--- src/sv/tss_pkg.sv ---
`default_nettype none

package tss_pkg;

  localparam int unsigned MAX_TERM_LEN = 8;

  localparam logic [63:0] TERM_BYTES_RESET  = 64'h0000_000A_0D2E_0A0D;
  localparam logic [3:0]  TERM_LENGTH_RESET = 4'd5;

  localparam logic REG_TERM_BYTES  = 1'b0;
  localparam logic REG_TERM_LENGTH = 1'b1;

  // controller -> datapath
  typedef struct packed {
    logic eval;         // input word accepted: update match state
    logic emit_direct;  // load the result of the accepted word straight into the output
    logic emit_flush;   // load the next held terminator byte
    logic emit_held;    // load the stored result of the last word
  } cmd_t;

  // datapath -> controller
  typedef struct packed {
    logic out_free;       // output register can take a word this cycle
    logic flush;          // accepted word breaks a partial match
    logic emit_now;       // accepted word gives a result and nothing is held
    logic flush_last;     // current flush byte is the last held one
    logic final_pending;  // a result still follows the flush
  } sts_t;

endpackage

`default_nettype wire

--- src/sv/tss_datapath.sv ---
`default_nettype none

module tss_datapath
  import tss_pkg::*;
(
  input  wire logic        clk,
  input  wire logic        rst,
  input  wire logic        cfg_we,
  input  wire logic        cfg_index,
  input  wire logic [63:0] cfg_data,
  input  wire logic [7:0]  s_tdata,
  input  wire cmd_t        cmd,
  output sts_t             sts,
  output logic             m_tvalid,
  input  wire logic        m_tready,
  output logic [7:0]       m_tdata,
  output logic             m_tuser,
  output logic             m_tlast
);

  logic [63:0] term_bytes;
  logic [3:0]  term_length;
  logic [2:0]  pos;
  logic [2:0]  cnt;
  logic [2:0]  idx;
  logic [7:0]  held_byte;
  logic        held_found;
  logic        final_pending;

  logic [3:0]  eff_len;
  logic [2:0]  pos0;
  logic        flush;
  logic        hit;
  logic        done;
  logic        emit_final;
  logic [2:0]  pos_next;
  logic [7:0]  res_byte;
  logic        out_free;
  logic        flush_last;

  always_comb begin
    if (term_length == 4'd0) begin
      eff_len = 4'd1;
    end else if (term_length > 4'(MAX_TERM_LEN)) begin
      eff_len = 4'(MAX_TERM_LEN);
    end else begin
      eff_len = term_length;
    end
  end

  assign flush      = (pos != 3'd0) && (s_tdata != term_bytes[pos*8 +: 8]);
  assign pos0       = flush ? 3'd0 : pos;
  assign hit        = (s_tdata == term_bytes[pos0*8 +: 8]);
  assign done       = hit && (({1'b0, pos0} + 4'd1) >= eff_len);
  assign emit_final = !hit || done;
  assign pos_next   = hit ? (done ? 3'd0 : pos0 + 3'd1) : 3'd0;
  assign res_byte   = done ? 8'd0 : s_tdata;
  assign out_free   = !m_tvalid || m_tready;
  assign flush_last = (idx == cnt - 3'd1);

  always_comb begin
    sts.out_free      = out_free;
    sts.flush         = flush;
    sts.emit_now      = !flush && emit_final;
    sts.flush_last    = flush_last;
    sts.final_pending = final_pending;
  end

  always_ff @(posedge clk) begin
    if (rst) begin
      term_bytes    <= TERM_BYTES_RESET;
      term_length   <= TERM_LENGTH_RESET;
      pos           <= 3'd0;
      final_pending <= 1'b0;
      m_tvalid      <= 1'b0;
    end else begin
      if (cfg_we) begin
        case (cfg_index)
          REG_TERM_BYTES:  term_bytes  <= cfg_data;
          REG_TERM_LENGTH: term_length <= cfg_data[3:0];
          default: ;
        endcase
      end
      if (cmd.eval) begin
        pos           <= pos_next;
        final_pending <= emit_final;
      end
      if (cmd.emit_direct || cmd.emit_flush || cmd.emit_held) begin
        m_tvalid <= 1'b1;
      end else if (m_tready) begin
        m_tvalid <= 1'b0;
      end
    end
  end

  always_ff @(posedge clk) begin
    if (cmd.eval) begin
      cnt        <= pos;
      idx        <= 3'd0;
      held_byte  <= res_byte;
      held_found <= done;
    end
    if (cmd.emit_direct) begin
      m_tdata <= res_byte;
      m_tuser <= done;
      m_tlast <= 1'b1;
    end else if (cmd.emit_flush) begin
      m_tdata <= term_bytes[idx*8 +: 8];
      m_tuser <= 1'b0;
      m_tlast <= flush_last && !final_pending;
      idx     <= idx + 3'd1;
    end else if (cmd.emit_held) begin
      m_tdata <= held_byte;
      m_tuser <= held_found;
      m_tlast <= 1'b1;
    end
  end

  a_load_when_free: assert property (@(posedge clk) disable iff (rst)
    (cmd.emit_direct || cmd.emit_flush || cmd.emit_held) |-> out_free)
    else $error("output loaded while stalled");

  a_flush_nonempty: assert property (@(posedge clk) disable iff (rst)
    cmd.emit_flush |-> cnt != 3'd0)
    else $error("flush with nothing held");

  a_marker_zero: assert property (@(posedge clk) disable iff (rst)
    (m_tvalid && m_tuser) |-> (m_tdata == 8'd0 && m_tlast))
    else $error("found marker carries data");

endmodule

`default_nettype wire

--- src/sv/tss_controller.sv ---
`default_nettype none

module tss_controller
  import tss_pkg::*;
(
  input  wire logic clk,
  input  wire logic rst,
  input  wire logic s_tvalid,
  output logic      s_tready,
  input  wire sts_t sts,
  output cmd_t      cmd
);

  typedef enum logic [1:0] {
    IDLE,
    FLUSH,
    FINAL
  } state_t;

  state_t state;
  state_t state_next;

  assign s_tready = (state == IDLE) && sts.out_free;

  always_comb begin
    cmd        = '0;
    state_next = state;
    case (state)
      IDLE: begin
        if (s_tvalid && s_tready) begin
          cmd.eval = 1'b1;
          if (sts.flush) begin
            state_next = FLUSH;
          end else if (sts.emit_now) begin
            cmd.emit_direct = 1'b1;
          end
        end
      end
      FLUSH: begin
        if (sts.out_free) begin
          cmd.emit_flush = 1'b1;
          if (sts.flush_last) begin
            state_next = sts.final_pending ? FINAL : IDLE;
          end
        end
      end
      FINAL: begin
        if (sts.out_free) begin
          cmd.emit_held = 1'b1;
          state_next    = IDLE;
        end
      end
      default: state_next = IDLE;
    endcase
  end

  always_ff @(posedge clk) begin
    if (rst) begin
      state <= IDLE;
    end else begin
      state <= state_next;
    end
  end

  a_one_load: assert property (@(posedge clk) disable iff (rst)
    $onehot0({cmd.emit_direct, cmd.emit_flush, cmd.emit_held}))
    else $error("more than one output load");

  a_no_accept_busy: assert property (@(posedge clk) disable iff (rst)
    (cmd.emit_flush || cmd.emit_held) |-> !cmd.eval)
    else $error("input taken during flush");

endmodule

`default_nettype wire

--- src/sv/terminator_sequence_stripper_core.sv ---
`default_nettype none

// Byte stream filter that removes a terminator sequence of 1 to 8 bytes
// (term_bytes, first byte lowest; term_length, 0 acts as 1) and sends a
// found marker (tuser high, tdata zero) in its place. Bytes that extend a
// partial match are held back and give no output word; when a later byte breaks
// the match, the held bytes are replayed from term_bytes and the breaking byte
// is checked again from the first terminator byte (no overlap search). tlast
// marks the last output word caused by an input word. A byte that passes or
// completes the terminator goes straight to the single output register; a
// byte that breaks a match of p bytes sends the p replayed words, then its own
// result if any, and no new byte is taken meanwhile. Configuration writes
// belong in idle periods only. Reset terminator is CR LF '.' CR LF.
module terminator_sequence_stripper_core
  import tss_pkg::*;
(
  input  wire logic        clk,
  input  wire logic        rst,
  input  wire logic        cfg_we,
  input  wire logic        cfg_index,
  input  wire logic [63:0] cfg_data,
  input  wire logic        s_tvalid,
  output logic             s_tready,
  input  wire logic [7:0]  s_tdata,   // in_byte
  output logic             m_tvalid,
  input  wire logic        m_tready,
  output logic [7:0]       m_tdata,   // out_byte
  output logic             m_tuser,   // found
  output logic             m_tlast
);

  cmd_t cmd;
  sts_t sts;

  tss_controller u_ctrl (
    .clk      (clk),
    .rst      (rst),
    .s_tvalid (s_tvalid),
    .s_tready (s_tready),
    .sts      (sts),
    .cmd      (cmd)
  );

  tss_datapath u_dp (
    .clk       (clk),
    .rst       (rst),
    .cfg_we    (cfg_we),
    .cfg_index (cfg_index),
    .cfg_data  (cfg_data),
    .s_tdata   (s_tdata),
    .cmd       (cmd),
    .sts       (sts),
    .m_tvalid  (m_tvalid),
    .m_tready  (m_tready),
    .m_tdata   (m_tdata),
    .m_tuser   (m_tuser),
    .m_tlast   (m_tlast)
  );

endmodule

`default_nettype wire
--- config.mk ---
export PLATFORM = sky130hd
export DESIGN_NAME = terminator_sequence_stripper_core
export DESIGN_NICKNAME = d
export VERILOG_FILES = /design/src/sv/tss_pkg.sv /design/src/sv/tss_datapath.sv /design/src/sv/tss_controller.sv /design/src/sv/terminator_sequence_stripper_core.sv
export SDC_FILE = /design/constraint.sdc
export NUM_CORES = 1
export LEC_CHECK = 0
export CAP_MARGIN = 30
export CORE_MARGIN = 5
export CORE_UTILIZATION = 30
export CTS_CLUSTER_SIZE = 25
export DETAILED_ROUTE_END_ITERATION = 6
export DONT_BUFFER_PORTS = 1
export GPL_ROUTABILITY_DRIVEN = 0
export GPL_TIMING_DRIVEN = 0
export PLACE_DENSITY_LB_ADDON = 0.12
export SYNTH_ARGS = -nofsm -noshare
export SYNTH_HDL_FRONTEND = slang
export SYNTH_SLANG_ARGS = --single-unit
--- constraint.sdc ---
create_clock -name clk -period 7.3 [get_ports clk]
set_input_delay 1.095 -clock clk [delete_from_list [all_inputs] [get_ports clk]]
set_output_delay 1.095 -clock clk [all_outputs]
set_load 0.05 [all_outputs]
==> impl_metrics.csv, run 1 <==
group,metric,value,unit
status,status,"finished, final reports clean",
cts,cts_root_buffer,"clkbuf_16",
critical_path,arrival,5030,ps
critical_path,cp_slowest_stage_delay,420,ps
yosys,synth_cells,638,
cts,cts.repair.resized,0,
floorplan,fp.dieH,148.3,µm
power,design_power_total,1.216,mW
timing,setup_viol,0,
yosys,yosysWarnings,0,
detailed_routing,routed_wl,18970,µm
power,leakage,2.169,nW
detailed_routing,vias_per_cell,5.486,
placed_design,dp_cells,873,
global_routing,grt_usage,17.57,%
finish,nNetsFinal,734,
placed_design,place_area,6048,µm²
finish,stdcell_count,889,
detailed_routing,drtIter0Drc,349,
finish,area_growth,10.23,%
power,p_switching,0.3249,mW
critical_path,worstSetupEndpointType,"register",
placed_design,portBuffers,0,
timing,timing.final.crit_period,5015,ps
power,combPwrFrac,10.4,%
critical_path,crit_required,7320,ps
floorplan,initial_core_util,30.56,%
flow_run,max_cap_violations,0,
timing,whs,434.7,ps
finish,fillers,1973,
critical_path,cp_num_buf_inv,5,
finish,fin_util,33.69,%
finish,layout-drive-gt1-share,10.38,%
yosys,synth_fp_nets,722,
cts,postCtsSetupBuffers,0,
global_routing,grt-ovfl-total,0,
finish,stdcell_area,6322,µm²
cts,cts_hold_buffers,0,
floorplan,die_area,21980,µm²
global_routing,antenna_found_initial,0,
yosys,async_reset_ff_share,0,%
critical_path,cpMostUsedCell,"o21ai_1",
critical_path,cp_max_fo,10,
timing,relSlewSlack,36.17,%
yosys,synth_seq_cells,100,
cts,clkSinkCount,100,
floorplan,ios,90,
yosys,synth-edff-count,21,
cts,clkTransAtPathRegs,70,ps
timing,worst_pin_slew,952.2,ps
finish,diodes,0,
timing,clock_skew,5.745,ps
yosys,ys_types,59,
placed_design,dp_hpwl,14860,µm
floorplan,die_x,148.3,µm
cts,clock_latency,350,ps
critical_path,path_cells,"buf_2, buf_4, buf_4, mux4_2, xor2_1, o221ai_1, nor3_1, nand2_1, inv_1, ha_1, ha_1, o41a_1, o21a_1, o21ai_1, nand2b_1, o21ai_1, buf_2, o21ai_1",
detailed_routing,route.detailed.drc,0,
global_routing,grt_max_degree,16,
yosys,syn_area_per_cell,8.990,µm²
global_routing,grt_pass1_wl,29080,µm
timing,hold_viol_final,0,
yosys,ys.flop_type,"dfxtp_1",
critical_path,crit_slowest_cell,"o221ai_1",
yosys,syn-cell-area,5736,µm²
hold_path,hold_path.class,"reg2reg",
cts,cts_tree,"done",
timing,fin_crit_sh,68.70,%
cts,numCtsBuffers,9,
floorplan,coreArea,18770,µm²
cts,htree_levels,3,
placed_design,dp_slack,2280,ps
cts,cts.path.max_buffers,2,
timing,setup_slack,2285,ps
timing,rsz0062_at_grt,"no",
critical_path,cp_top_family,"compound AO/OA/AOI/OAI gates",
power,seq_power_share,52.3,%
power,clkPwrFrac,37.3,%
detailed_routing,final_antenna_net_count,0,
floorplan,row_count,50,
timing,drv_slew,0,
timing,tns,0,ps
yosys,ys_seq_area_share,38.57,%
power,switching_share,26.73,%
critical_path,startpoint_type,"register",
detailed_routing,wl_per_cell,21.34,µm
timing,fmax,0.1994,GHz
power,p_int,0.8909,mW
power,power_density,192.3,nW/µm²
global_routing,grt_pass1_vias,4910,
detailed_routing,dr.pass1.iters,5,
critical_path,crit_type,"reg2reg",
power,ir_drop,0.0001051,V
detailed_routing,via_count,4877,
-- cell type report --
class,count,area (µm²),share of cell area (%)
buffer,48,235.2,3.721
tap,234,292.8,4.631
timing repair buffer,1,15.01,0.2375
sequential,100,2212,34.99
multi-input combinational,476,3241,51.26
inverter,14,52.55,0.8312
clock inverter,3,20.02,0.3166
clock buffer,13,254.0,4.017
-- metal layers --
metal / up-vias / part of all wire, % / global-route usage [%]
met3: 22 / 5.5 / 3.534
met4: 0 / 1.9 / 4.804
met5: - / 0 / 0
met2: 144 / 45 / 26.99
li1: 2320 / - / -
met1: 2391 / 48 / 25.22
-- placed cells by master (no fill, tap or decap), types with 3 or more instances in the layout --
cell type	count
nand2_1	150
dfxtp_1	79
a21oi_1	69
clkbuf_1	35
nor2_1	31
mux2i_1	29
mux4_2	29
edfxtp_1	21
inv_1	14
nand3b_1	13
o21ai_0	10
and2_1	9
clkbuf_16	9
xor2_1	8
nand2b_1	8
nor3_1	8
a22o_1	8
nor2b_1	7
buf_2	7
nand3_1	7
a211oi_1	6
ha_1	6
xnor2_1	5
o21ai_1	5
and4_1	5
or3_1	5
a41oi_1	5
nand4_1	5
nor4_1	4
buf_6	3
a22oi_1	3
and3_1	3
a31oi_1	3
a211o_1	3
-- cell usage after synthesis (all sizes together) (5+ instances only) --
library cell    n  share of area [%]
nand2         150                9.8
dfxtp          79                 28
a21oi          69                6.0
clkbuf         33                2.2
nor2           31                2.0
mux2i          29                5.1
mux4           29                 11
edfxtp         21                 11
buf            15                1.9
o21ai          15                1.3
inv            14               0.92
nand3b         13                1.7
and2            9               0.98
nor3            9               0.79
a22o            8                1.2
nand2b          8               0.87
xor2            8                1.2
nand3           7               0.61
nor2b           7               0.76
a211oi          6               0.79
ha              6                1.3
nand4           6               0.76
xnor2           6                1.0
a41oi           5               0.76
and4            5               0.76
or3             5               0.55
-- cell families after synthesis --
kind of cell             synth area share, %
flip-flops                             38.57
AO/OA/AOI/OAI                          14.44
buffers and inverters                  5.017
AND/OR/NAND/NOR                        21.16
adder cells (fa/ha/maj)                1.309
XOR/XNOR                               2.269
multiplexers                           17.23
-- worst reg2reg max path, delay by kind of cell (launching register included) --
| family | cells | cell delay [ps] |
|---|---|---|
| AND/OR/NAND/NOR | 3 | 770 |
| AO/OA/AOI/OAI | 6 | 1330 |
| flip-flops | 1 | 330 |
| buffers and inverters | 5 | 1160 |
| multiplexers | 1 | 340 |
| adder cells (fa/ha/maj) | 2 | 550 |
| XOR/XNOR | 1 | 200 |
-- worst paths after layout --
kind	from	end	slack, ps	cells after the start
min	u_dp.pos[1]	u_dp.cnt[1]	430	0
min reg2reg	u_dp.pos[1]	u_dp.cnt[1]	430	0
max reg2reg	u_dp.pos[1]	u_dp.m_tdata[0]	2280	18
max	u_dp.pos[1]	u_dp.m_tdata[0]	2280	18
-- sequential cells by signal, indices dropped and copies added (netlist names), 2 cells and up --
name	count
u_dp.term_length	4
u_dp.idx	3
u_dp.pos	3
u_dp.term_bytes	64
u_dp.m_tdata	8
u_dp.cnt	3
u_ctrl.state	2
u_dp.held_byte	8
-- power groups by stage --
stage          registers, mW  clock network (mW)  logic (mW)
2_1_floorplan          0.636                   0      0.0972
3_3_place_gp           0.647                   0       0.124
3_5_place_dp           0.648                   0       0.127
4_1_cts                0.636               0.469       0.127
5_1_grt                0.639               0.496       0.142
6_report               0.636               0.454       0.126
(Power assumes the default switching activity.)
==> run 2, diff against run 1 <==
ABC_AREA = 1   (was default)
clock period = 5 ns   (was 7.3 ns; I/O delays follow)
==> run 2 against run 1 <==
Net effect: die area up 8.4%; synthesized cell count up 50%; flip-flop and latch count unchanged; clock power up 44%; area after synthesis up 9.0%; clock skew up 3.0 ps; setup slack worse by 1600 ps; total power up 70%; via count up 34%.
==> impl_metrics.csv, run 2 <==
group,metric,value,unit
hold_path,hp-start,"u_dp.pos[1]",
finish,nNetsFinal,1049,
yosys,synth_common_cells,"nand2_1, nand3_1, o21ai_0",
detailed_routing,drtIter0Drc,555,
yosys,synth_seq_cells,100,
global_routing,grt_max_degree,22,
placed_design,dp_hpwl,19420,µm
yosys,synth_fp_nets,1038,
critical_path,rrSetupSlack,640,ps
critical_path,cp_slowest_stage_delay,330,ps
yosys,synth.most_common_cell,"nand2_1",
cts,clkTransAtPathRegs,70,ps
critical_path,worstSetupEndpointType,"register",
critical_path,reg2reg_from,"u_dp.pos[1]",
floorplan,die_x,154.4,µm
timing,timing.final.crit_period,4362,ps
yosys,ys.flop_type,"dfxtp_1",
global_routing,grt_pass1_wl,38850,µm
yosys,yosysWarnings,0,
finish,layout-drive-gt1-share,6.495,%
power,power_density,301.4,nW/µm²
status,status,"finished, final reports clean",
detailed_routing,dr.pass1.iters,6,
cts,cts_hold_buffers,0,
hold_path,hold_path.class,"reg2reg",
critical_path,crit_type,"reg2reg",
critical_path,cp_num_buf_inv,6,
detailed_routing,vias_per_cell,5.259,
finish,diodes,0,
timing,tns,0,ps
yosys,synth_cells,954,
hold_path,min_path_cells,0,
cts,cts.path.max_buffers,2,
timing,fin_crit_sh,87.25,%
floorplan,die_area,23830,µm²
placed_design,portBuffers,0,
timing,fmax,0.2292,GHz
timing,relSlewSlack,37.94,%
finish,final_cell_mix,"nand2_1, nand3_1, o21ai_0, inv_1, a21oi_1",
detailed_routing,wl_per_cell,21.10,µm
finish,multiInputGateArea,3326,µm²
finish,stdcell_area,6845,µm²
critical_path,cpMostUsedCell,"nand2_1",
cts,clock_latency,360,ps
yosys,synth_area_leaders,"dfxtp_1, nand2_1, nand3_1",
yosys,ys_seq_area_share,35.37,%
floorplan,initial_core_util,30.71,%
cts,postCtsSetupBuffers,0,
floorplan,ios,90,
detailed_routing,route.detailed.drc,0,
critical_path,cp-startpoint,"u_dp.pos[1]",
cts,clkSinkCount,100,
cts,numCtsBuffers,9,
flow_run,max_cap_violations,0,
global_routing,grt-busiest-layer,"met2",
detailed_routing,via_count,6521,
yosys,async_reset_ff_share,0,%
critical_path,startpoint_type,"register",
global_routing,grt_pass1_vias,6395,
critical_path,path_cells,"buf_4, buf_4, nand3_1, nand3_1, nand3_1, nand2_1, nand2_1, nor2_2, nand2_2, nand2_4, nand2_4, clkinv_4, buf_6, ha_1, xor2_1, ha_1, nand2_1, inv_1, a21oi_1, nand3_4, nand3_4, buf_6, nand2_1",
power,ir_drop,0.0001555,V
floorplan,coreArea,20360,µm²
cts,cts.repair.resized,0,
critical_path,timing.rr.end,"u_dp.m_tdata[6]",
yosys,synth_top_cell_by_area,"dfxtp_1",
critical_path,cp_max_fo,10,
detailed_routing,routed_wl,26160,µm
finish,mostFrequentLayoutCell,"nand2_1",
critical_path,arrival,4400,ps
power,leakage,3.039,nW
finish,largest_reg_flops,64,
global_routing,grt-ovfl-total,0,
critical_path,rr_worst_depth,23,
placed_design,place_area,6591,µm²
yosys,yosysTopAreaCellShare,25.29,%
finish,fillers,2283,
floorplan,fp.dieH,154.4,µm
yosys,syn_area_per_cell,6.555,µm²
yosys,synth-edff-count,21,
hold_path,hold_path_end,"u_dp.cnt[1]",
finish,area_growth,9.464,%
critical_path,cp_top_family,"simple AND/OR/NAND/NOR gates",
finish,regArea,2212,µm²
yosys,syn-cell-area,6253,µm²
timing,worst_pin_slew,927.5,ps
timing,clock_skew,8.708,ps
timing,drv_slew,0,
finish,largest_register,"u_dp.term_bytes",
critical_path,crit_required,5030,ps
global_routing,grt_use_met1,28.93,%
global_routing,grt_usage,21.69,%
timing,rsz0062_at_grt,"no",
critical_path,crit_slowest_cell,"dfxtp_1",
detailed_routing,final_antenna_net_count,0,
timing,hold_viol_final,0,
yosys,ys_types,36,
global_routing,grt_use_met2,33.96,%
finish,reg_top3,"u_dp.term_bytes x64, u_dp.held_byte x8, u_dp.m_tdata x8",
global_routing,gr-usage-met3,6.175,%
global_routing,antenna_found_initial,0,
cts,cts_tree,"done",
cts,cts_root_buffer,"clkbuf_16",
floorplan,row_count,52,
timing,setup_viol,0,
cts,htree_levels,3,
-- run 2: cell count changes in the layout (fill, tap and decap cells not counted), moves of 29 or more --
cell,previous run,this run
mux2i_1,29,0
inv_1,14,91
nand3_1,7,162
mux4_2,29,0
nand2_1,150,267
o21ai_0,10,94
-- run 2: stage by stage --
step | instances | power (mW) | util (%) | hold slack (ps) | setup slack (ps)
after floorplan | 954 | 1.297 | - | 409.5 | 1568
after global placement | 1224 | 1.422 | 32.37 | 414.8 | 654.2
after detailed placement | 1224 | 1.423 | 32.37 | 422.8 | 646.9
after CTS | 1240 | 2.069 | 33.61 | 444.0 | 625.6
after global routing | 1240 | 2.161 | 33.61 | 431.8 | 403.8
final | 1240 | 2.063 | 33.61 | 445.3 | 637.6
-- run 2: worst reg2reg max path, cell delays in order, from the launching register on --
cell      delay (ps)
dfxtp_1          330
buf_4            230
buf_4            270
nand3_1          180
nand3_1          160
nand3_1           90
nand2_1           90
nand2_1           60
nor2_2           160
nand2_2           90
nand2_4          130
nand2_4          140
clkinv_4         130
buf_6            180
ha_1             180
xor2_1           220
ha_1             280
nand2_1           60
inv_1             40
a21oi_1          300
nand3_4          150
nand3_4          130
buf_6            190
nand2_1          260
-- run 2: report_power, final --
| group | switching [mW] | total (mW) | leakage (nW) | internal (mW) |
|---|---|---|---|---|
| registers | 0.109 | 1.02 | 0.857 | 0.907 |
| clock network | 0.319 | 0.654 | 0.125 | 0.336 |
| logic | 0.278 | 0.393 | 2.06 | 0.115 |
| total | 0.706 | 2.06 | 3.04 | 1.36 |
-- run 2: cells by family (layout without fill, tap and decap cells) --
logic type | Yosys count | in the layout | synth area share (%)
buffers and inverters | 161 | 177 | 11.44
adders and majority gates | 6 | 6 | 1.200
xor gates and xnor gates | 4 | 4 | 0.5603
AOI/OAI and AO/OA | 203 | 203 | 17.25
DFF | 100 | 100 | 35.37
and+or+nand+nor | 480 | 480 | 34.17
-- run 2: layer usage --
| metal | wire length [µm] | share of wire (%) | up-vias |
|---|---|---|---|
| met5 | 0 | 0 | - |
| li1 | - | - | 3173 |
| met4 | 738 | 2.8 | 0 |
| met1 | 11510 | 44 | 3003 |
| met3 | 2332 | 8.9 | 47 |
| met2 | 11580 | 44 | 298 |
-- run 2: worst max path at each step --
stage	to	depth (start not counted)	slack, ps
floorplan	u_dp.m_tdata[0]	23	1570
global placement	u_dp.m_tdata[3]	23	650
detailed placement	u_dp.m_tdata[2]	25	650
CTS	u_dp.m_tdata[6]	25	630
global route	u_dp.m_tdata[7]	25	400
finish	u_dp.m_tdata[6]	23	640
-- run 2: final cells by class --
type | count | share of cell area [%]
Clock buffer | 13 | 3.509
Tap cell | 270 | 4.935
Clock inverter | 3 | 0.2011
Multi-Input combinational cell | 693 | 48.58
Buffer | 56 | 4.515
Inverter | 105 | 5.940
Sequential cell | 100 | 32.32
